**config.mk**
```make
export PLATFORM = sky130hd
export DESIGN_NAME = multitap_text_entry
export DESIGN_NICKNAME = d
export VERILOG_FILES = /design/src/mte_pkg.sv /design/src/multitap_text_entry.sv
export SDC_FILE = /design/constraint.sdc
export NUM_CORES = 1
export LEC_CHECK = 0
export ABC_AREA = 1
export CORE_AREA = 2 2 170 139
export CTS_CLUSTER_SIZE = 20
export DETAILED_ROUTE_END_ITERATION = 12
export DIE_AREA = 0 0 172 141
export DONT_BUFFER_PORTS = 1
export PLACE_DENSITY = 0.47
export SLEW_MARGIN = 20
export SYNTH_ARGS = -nofsm -noshare
export SYNTH_HDL_FRONTEND = slang
export SYNTH_SLANG_ARGS = --single-unit
```
**constraint.sdc**
```tcl
create_clock -name clock -period 8.13 [get_ports clock]
set_clock_uncertainty 0.15 [all_clocks]
set_input_delay 1.2195 -clock clock [delete_from_list [all_inputs] [get_ports clock]]
set_output_delay 1.2195 -clock clock [all_outputs]
set_load 0.05 [all_outputs]
```
**src/mte_pkg.sv**
```systemverilog
// Types, constants and key character tables for the multi-tap text entry block.
package mte_pkg;

   typedef struct packed {
      logic       func;
      logic [3:0] key;
   } req_type;

   typedef struct packed {
      logic       kind;
      logic [7:0] character;
      logic [4:0] column;
      logic [1:0] row;
      logic       replace;
      logic [5:0] length;
   } rsp_type;

   localparam logic       FUNC_PRESS    = 1'b0;
   localparam logic       FUNC_TICK     = 1'b1;
   localparam logic       KIND_SHOW     = 1'b0;
   localparam logic       KIND_DONE     = 1'b1;
   localparam logic [3:0] KEY_AT        = 4'd10;
   localparam logic [7:0] CHAR_SPACE    = 8'h20;
   localparam logic [7:0] CHAR_AT       = 8'h40;
   localparam logic [1:0] ROW_LAST      = 2'd3;
   localparam logic [15:0] TIMEOUT_RESET = 16'd7814;
   localparam logic [15:0] TICK_MAX      = 16'hFFFF;

   function automatic logic [3:0] key_len(input logic [3:0] k);
      logic [3:0] n;
      case (k)
         4'd0:    n = 4'd1;
         4'd1:    n = 4'd4;
         4'd7:    n = 4'd9;
         4'd9:    n = 4'd9;
         4'd10:   n = 4'd1;
         default: n = 4'd7;
      endcase
      return n;
   endfunction

   function automatic logic [7:0] key_char(input logic [3:0] k, input logic [3:0] idx);
      logic [71:0] lst;
      logic [3:0]  sel;
      lst = '0;
      case (k)
         4'd0:    lst = 72'("0");
         4'd1:    lst = 72'(".,?1");
         4'd2:    lst = 72'("abcABC2");
         4'd3:    lst = 72'("defDEF3");
         4'd4:    lst = 72'("ghiGHI4");
         4'd5:    lst = 72'("jklJKL5");
         4'd6:    lst = 72'("mnoMNO6");
         4'd7:    lst = 72'("pqrsPQRS7");
         4'd8:    lst = 72'("tuvTUV8");
         4'd9:    lst = 72'("wxyzWXYZ9");
         4'd10:   lst = 72'("@");
         default: lst = '0;
      endcase
      sel = key_len(k) - 4'd1 - idx;
      return lst[{sel, 3'b000} +: 8];
   endfunction

endpackage

```
**src/multitap_text_entry.sv**
```systemverilog
// Multi-tap keypad text entry: cell, cursor and message state with a registered result.
// An accepted item's result is held in the result register in the next cycle.
// Throughput: one item per cycle; req_ready drops only while a held result is not taken.
// Each item is handled by one pass of logic from the state registers to the result register.
// Reset (synchronous, active high) closes the cell, homes the cursor to row 1 column 1,
// clears the count and sets the timeout to 7814 ticks.
module multitap_text_entry #(
   parameter int MAX_CHARS = 32,
   parameter int ROW_WIDTH = 16
) (
   input  logic             clock,
   input  logic             reset,
   input  logic             req_valid,
   output logic             req_ready,
   input  mte_pkg::req_type req_data,
   output logic             rsp_valid,
   input  logic             rsp_ready,
   output mte_pkg::rsp_type rsp_data,
   input  logic             csr_wr_en,
   input  logic [15:0]      csr_wr_data
);

   localparam int CNT_W = (MAX_CHARS < 2) ? 1 : $clog2(MAX_CHARS + 1);
   localparam int COL_W = $clog2(ROW_WIDTH + 1);

   logic [15:0]      timeout_ff;
   logic             cell_open_ff, cell_open_in;
   logic [3:0]       prev_key_ff, prev_key_in;
   logic [3:0]       tap_idx_ff, tap_idx_in;
   logic [15:0]      tick_cnt_ff, tick_cnt_in;
   logic             timed_out_ff, timed_out_in;
   logic [7:0]       cur_char_ff, cur_char_in;
   logic [CNT_W-1:0] count_ff, count_in;
   logic [COL_W-1:0] col_ff, col_in;
   logic [1:0]       row_ff, row_in;
   logic             finished_ff, finished_in;
   logic             rsp_valid_ff, rsp_valid_in;
   mte_pkg::rsp_type rsp_data_ff, rsp_data_in;

   logic             req_fire;
   logic [3:0]       open_next;
   logic [7:0]       open_char;
   logic [3:0]       step_idx, step_next;
   logic [7:0]       step_char;
   logic [15:0]      tick_inc;
   logic [COL_W-1:0] adv_col;
   logic [1:0]       adv_row;
   logic [CNT_W-1:0] adv_count;
   logic             adv_fin;

   assign req_ready = !rsp_valid_ff || rsp_ready;
   assign req_fire  = req_valid && req_ready;
   assign rsp_valid = rsp_valid_ff;
   assign rsp_data  = rsp_data_ff;

   assign open_char = mte_pkg::key_char(req_data.key, 4'd0);
   assign open_next = (mte_pkg::key_len(req_data.key) == 4'd1) ? 4'd0 : 4'd1;
   assign step_idx  = (tap_idx_ff >= mte_pkg::key_len(req_data.key)) ? 4'd0 : tap_idx_ff;
   assign step_char = mte_pkg::key_char(req_data.key, step_idx);
   assign step_next = (step_idx + 4'd1 == mte_pkg::key_len(req_data.key)) ?
                      4'd0 : step_idx + 4'd1;
   assign tick_inc  = (tick_cnt_ff < mte_pkg::TICK_MAX) ? tick_cnt_ff + 16'd1 : tick_cnt_ff;

   always_comb begin
      adv_col = col_ff + COL_W'(1);
      adv_row = row_ff;
      if (col_ff == COL_W'(ROW_WIDTH)) begin
         adv_col = COL_W'(1);
         if (row_ff < mte_pkg::ROW_LAST) begin
            adv_row = row_ff + 2'd1;
         end
      end
      adv_count = count_ff;
      adv_fin   = 1'b0;
      if (cur_char_ff == mte_pkg::CHAR_AT) begin
         adv_fin = 1'b1;
      end else begin
         adv_count = count_ff + CNT_W'(1);
         adv_fin   = (count_ff == CNT_W'(MAX_CHARS - 1));
      end
   end

   always_comb begin
      cell_open_in = cell_open_ff;
      prev_key_in  = prev_key_ff;
      tap_idx_in   = tap_idx_ff;
      tick_cnt_in  = tick_cnt_ff;
      timed_out_in = timed_out_ff;
      cur_char_in  = cur_char_ff;
      count_in     = count_ff;
      col_in       = col_ff;
      row_in       = row_ff;
      finished_in  = finished_ff;
      rsp_valid_in = 1'b0;
      rsp_data_in.kind      = mte_pkg::KIND_SHOW;
      rsp_data_in.character = open_char;
      rsp_data_in.column    = 5'(col_ff);
      rsp_data_in.row       = row_ff;
      rsp_data_in.replace   = 1'b0;
      rsp_data_in.length    = 6'(count_ff);
      if (req_fire && !finished_ff) begin
         if (req_data.func == mte_pkg::FUNC_TICK) begin
            if (cell_open_ff && !timed_out_ff) begin
               tick_cnt_in  = tick_inc;
               timed_out_in = (tick_inc >= timeout_ff);
            end
         end else if (req_data.key <= mte_pkg::KEY_AT) begin
            rsp_valid_in = 1'b1;
            tick_cnt_in  = '0;
            timed_out_in = 1'b0;
            if (!cell_open_ff) begin
               cell_open_in = 1'b1;
               prev_key_in  = req_data.key;
               tap_idx_in   = open_next;
               cur_char_in  = open_char;
            end else if (!timed_out_ff && req_data.key == prev_key_ff) begin
               tap_idx_in  = step_next;
               cur_char_in = step_char;
               rsp_data_in.character = step_char;
               rsp_data_in.replace   = 1'b1;
            end else begin
               col_in   = adv_col;
               row_in   = adv_row;
               count_in = adv_count;
               rsp_data_in.length = 6'(adv_count);
               if (adv_fin) begin
                  finished_in  = 1'b1;
                  cell_open_in = 1'b0;
                  cur_char_in  = mte_pkg::CHAR_SPACE;
                  tick_cnt_in  = tick_cnt_ff;
                  timed_out_in = timed_out_ff;
                  rsp_data_in.kind      = mte_pkg::KIND_DONE;
                  rsp_data_in.character = cur_char_ff;
               end else begin
                  cell_open_in = 1'b1;
                  prev_key_in  = req_data.key;
                  tap_idx_in   = open_next;
                  cur_char_in  = open_char;
                  rsp_data_in.column = 5'(adv_col);
                  rsp_data_in.row    = adv_row;
               end
            end
         end
      end
   end

   always_ff @(posedge clock) begin
      if (reset) begin
         timeout_ff   <= mte_pkg::TIMEOUT_RESET;
         cell_open_ff <= 1'b0;
         prev_key_ff  <= '0;
         tap_idx_ff   <= '0;
         tick_cnt_ff  <= '0;
         timed_out_ff <= 1'b0;
         cur_char_ff  <= mte_pkg::CHAR_SPACE;
         count_ff     <= '0;
         col_ff       <= COL_W'(1);
         row_ff       <= 2'd1;
         finished_ff  <= 1'b0;
         rsp_valid_ff <= 1'b0;
      end else begin
         if (csr_wr_en) begin
            timeout_ff <= csr_wr_data;
         end
         cell_open_ff <= cell_open_in;
         prev_key_ff  <= prev_key_in;
         tap_idx_ff   <= tap_idx_in;
         tick_cnt_ff  <= tick_cnt_in;
         timed_out_ff <= timed_out_in;
         cur_char_ff  <= cur_char_in;
         count_ff     <= count_in;
         col_ff       <= col_in;
         row_ff       <= row_in;
         finished_ff  <= finished_in;
         if (req_ready) begin
            rsp_valid_ff <= rsp_valid_in;
         end
      end
   end

   always_ff @(posedge clock) begin
      if (req_ready) begin
         rsp_data_ff <= rsp_data_in;
      end
   end

   a_done_closes_cell: assert property (@(posedge clock) disable iff (reset)
      finished_ff |-> !cell_open_ff)
      else $error("cell open after message complete");

   a_cursor_range: assert property (@(posedge clock) disable iff (reset)
      col_ff >= COL_W'(1) && col_ff <= COL_W'(ROW_WIDTH) && row_ff != 2'd0)
      else $error("cursor out of range");

   a_count_limit: assert property (@(posedge clock) disable iff (reset)
      count_ff <= CNT_W'(MAX_CHARS))
      else $error("committed count beyond limit");

   a_done_item_final: assert property (@(posedge clock) disable iff (reset)
      rsp_valid_ff && rsp_data_ff.kind == mte_pkg::KIND_DONE |->
         finished_ff && !rsp_data_ff.replace)
      else $error("completion item without finished state");

endmodule
```
==> results.py <==
metrics = {
    "clocking": {
        "cts.sinks": 87,
        "cts_buffer_depth": 2,
        "cts_tree": "built",
        "cts_buffers": 9,
        "cts.clk_slew.worst_paths_ps": 60,
        "cts_resized": 0,
        "cts_hold_buf": 0,
        "clock_latency_ps": 340,
        "postCtsSetupBuffers": 0,
        "htree_levels": 3,
        "cts_root_buf": "clkbuf_16",
    },
    "setup_path": {
        "cp_max_fo": 17,
        "cp_data_required_time_ps": 8180,
        "path_buf_inv": 6,
        "max_stage_delay_ps": 630,
        "slowest_stage": "ha_1",
        "end_kind": "flip-flop",
        "arrival_ps": 6120,
        "critPathKind": "input port to flip-flop",
        "critPathTopFamily": "simple AND/OR/NAND/NOR gates",
        "start_kind": "input port",
        "cpMostUsedCell": "nand2_1",
    },
    "timing": {
        "fin_hold_ws_ps": 316,
        "setup_tns_ps": 0,
        "slew_viol_final": 0,
        "worst_pin_slew_ps": 830,
        "finalCritPeriodShare": 0.746,
        "setup_viol": 0,
        "fmax_ghz": 0.165,
        "hold_viol": 0,
        "grt_setup_unrepaired": "false",
        "period_needed_ps": 6060,
        "slew_headroom": 0.446,
    },
    "pwr": {
        "powerDensity_nw_per_um2": 164,
        "p_seq_frac": 0.464,
        "switchingPower_mw": 0.348,
        "ir_drop_uv": 87.2,
        "swShare": 0.313,
        "intPower_mw": 0.764,
        "p_clk_frac": 0.364,
        "combPwrFrac": 0.172,
        "p_leak_nw": 3.05,
    },
    "floorplan": {
        "fp.dieH_um": 141,
        "core-area_sq_um": 22800,
        "die_area_sq_um": 24300,
        "die_x_um": 172,
        "ios": 51,
        "fp-row-count": 50,
        "start_util": 0.273,
    },
    "route": {
        "drcViolationCount": 0,
        "drt-pass1-iter-count": 5,
        "ant_nets": 0,
        "drt_iter0_drc": 352,
        "viasPerCell": 4.71,
        "wl_per_cell_um": 14.6,
        "wl_um": 17500,
        "vias": 5637,
    },
    "global_routing": {
        "grt_util_all_layers": 0.148,
        "grt.overflow.total": 0,
        "grt_start_max_net_pins": 42,
        "first_global_vias": 5349,
        "antenna_found_initial": 0,
        "grt_pass1_wl_um": 28300,
    },
    "synthesis": {
        "syn_area_per_cell_sq_um": 6.97,
        "syn_inst": 891,
        "synth-seq-cells": 87,
        "synth_edf_count": 23,
        "synth_cell_type_count": 55,
        "synth.yosys.seq_area_share": 0.317,
        "syn_nets": 957,
        "synth_ff_type": "dfxtp_1",
        "ys_warn_count": 0,
        "synth-async-reset-ratio": 0,
        "syn_area_sq_um": 6210,
    },
    "layout": {
        "drive_gt1_frac": 0.0745,
        "fin_nets": 948,
        "n_fill_cell": 2554,
        "antenna_cells": 0,
        "area_growth_pct": 8.98,
    },
    "placed_design": {
        "port_buffers": 0,
        "hpwl_um": 13500,
        "routabilityCongestion": 0.933,
    },
    "outcome": {
        "status": "finished clean",
    },
    "flow_run": {
        "maxCapViolCount": 0,
    },
    "hold_path": {
        "holdCritPathClass": "flip-flop to flip-flop",
    },
}
-- kinds of logic after synthesis --
| group | after synthesis | synth area share |
|---|---|---|
| simple gates | 435 | 0.325 |
| compound gates | 171 | 0.150 |
| buf+inv | 138 | 0.0928 |
| flops | 87 | 0.317 |
| fa+ha+maj | 40 | 0.0818 |
| xor+xnor | 19 | 0.0322 |
| other cells | 1 | 0.000604 |
-- worst register-to-register path: stages (launching register included) --
cell and delay [ps]:
dfxtp_1 350, inv_1 80, ha_1 280, inv_1 30
nand2_1 40, nand2_1 40, nand2_1 90, nand2_2 90
nand2_1 160, nor2_1 100, ha_1 210, fa_1 380
xor2_1 510, inv_1 280, nor4_1 370, nand2_1 160
nand2_1 90, nand2_1 50, nand2_1 80, nand2_1 80
nand2_1 100
-- sequential cells by signal, indices dropped and copies added, names as in the netlist --
register and count:
timed_out_ff 1, cur_char_ff 7, tick_cnt_ff 16, row_ff 2
cell_open_ff 1, rsp_data 23, finished_ff 1, count_ff 6
tap_idx_ff 4, col_ff 5, rsp_valid 1, timeout_ff 16
prev_key_ff 4
-- placed cells by master, fill, tap and decap left out, types with 6 or more instances in the layout --
| cell | count |
|---|---|
| nand2_1 | 253 |
| inv_1 | 107 |
| a21oi_1 | 83 |
| dfxtp_1 | 64 |
| nand3_1 | 62 |
| o21ai_0 | 55 |
| nor2_1 | 49 |
| ha_1 | 39 |
| edfxtp_1 | 23 |
| xor2_1 | 14 |
| nand4_1 | 13 |
| nor3_1 | 13 |
| clkbuf_16 | 9 |
| nor2_2 | 7 |
| nand2_4 | 6 |
| a22oi_1 | 6 |
-- final timing paths --
kind / start / end / slack (ps) / depth (start not counted)
setup / recovery: req_data[1] / rsp_data[20] / 2070 / 27
setup reg to reg: tap_idx_ff[0] / rsp_data[20] / 4280 / 20
hold / removal: timeout_ff[15] / timeout_ff[15] / 320 / 2
hold reg to reg: timeout_ff[15] / timeout_ff[15] / 320 / 2
-- area by class of cell --
cell class                 count  area, sq um  share of cell area
inverter                     115          442              0.0652
multi-input combinational    666         3660               0.541
timing repair buffer           3         22.5             0.00333
sequential                    87         1970               0.291
clock inverter                 4         47.5             0.00702
tap                          312          390              0.0576
clock buffer                  11          233              0.0344
-- per-stage QoR --
step	cell area (sq um)	instances	setup WS, ps	total power, mW	util
after floorplan	6210	891	2490	0.672	-
after global placement	6490	1183	1850	0.719	0.285
after detailed placement	6490	1183	1820	0.715	0.285
after CTS	6770	1198	2190	1.13	0.297
after global routing	6770	1198	1600	1.18	0.297
final	6770	1198	2070	1.11	0.297
-- routing by layer --
layer,GRT usage,vias to the layer above,part of all wire
li1,-,2914,-
met1,0.212,2568,0.50
met2,0.228,130,0.44
met3,0.0337,25,0.045
met4,0.0301,0,0.014
met5,0,-,0
-- power groups by stage --
stage,clock network [mW],registers (mW),logic [mW]
6_report,0.405,0.516,0.191
4_1_cts,0.422,0.516,0.190
3_3_place_gp,0,0.526,0.193
5_1_grt,0.442,0.518,0.219
2_1_floorplan,0,0.521,0.152
3_5_place_dp,0,0.526,0.189
-- Yosys cell counts, types with 3 or more instances --
cell	instances	area, sq um
or2_2	3	18.8
inv_1	107	402
buf_6	5	56.3
clkbuf_1	13	48.8
ha_1	39	488
nor3_1	13	65.1
o211ai_1	5	37.5
a21oi_1	83	415
o22ai_1	4	25.0
a22oi_1	6	45.0
nor2_4	5	56.3
nor2_2	7	43.8
nor2_1	49	184
a31oi_1	3	18.8
a21oi_2	3	26.3
nand2_1	253	950
o21ai_0	55	275
and2_1	4	25.0
edfxtp_1	23	691
xor2_1	14	123
nand2_2	5	31.3
nand4_1	13	81.3
nand2_4	6	67.6
inv_2	4	15.0
nand3_1	62	310
buf_2	3	15.0
dfxtp_1	64	1280
Note: power is estimated with default switching activity, not from simulation.
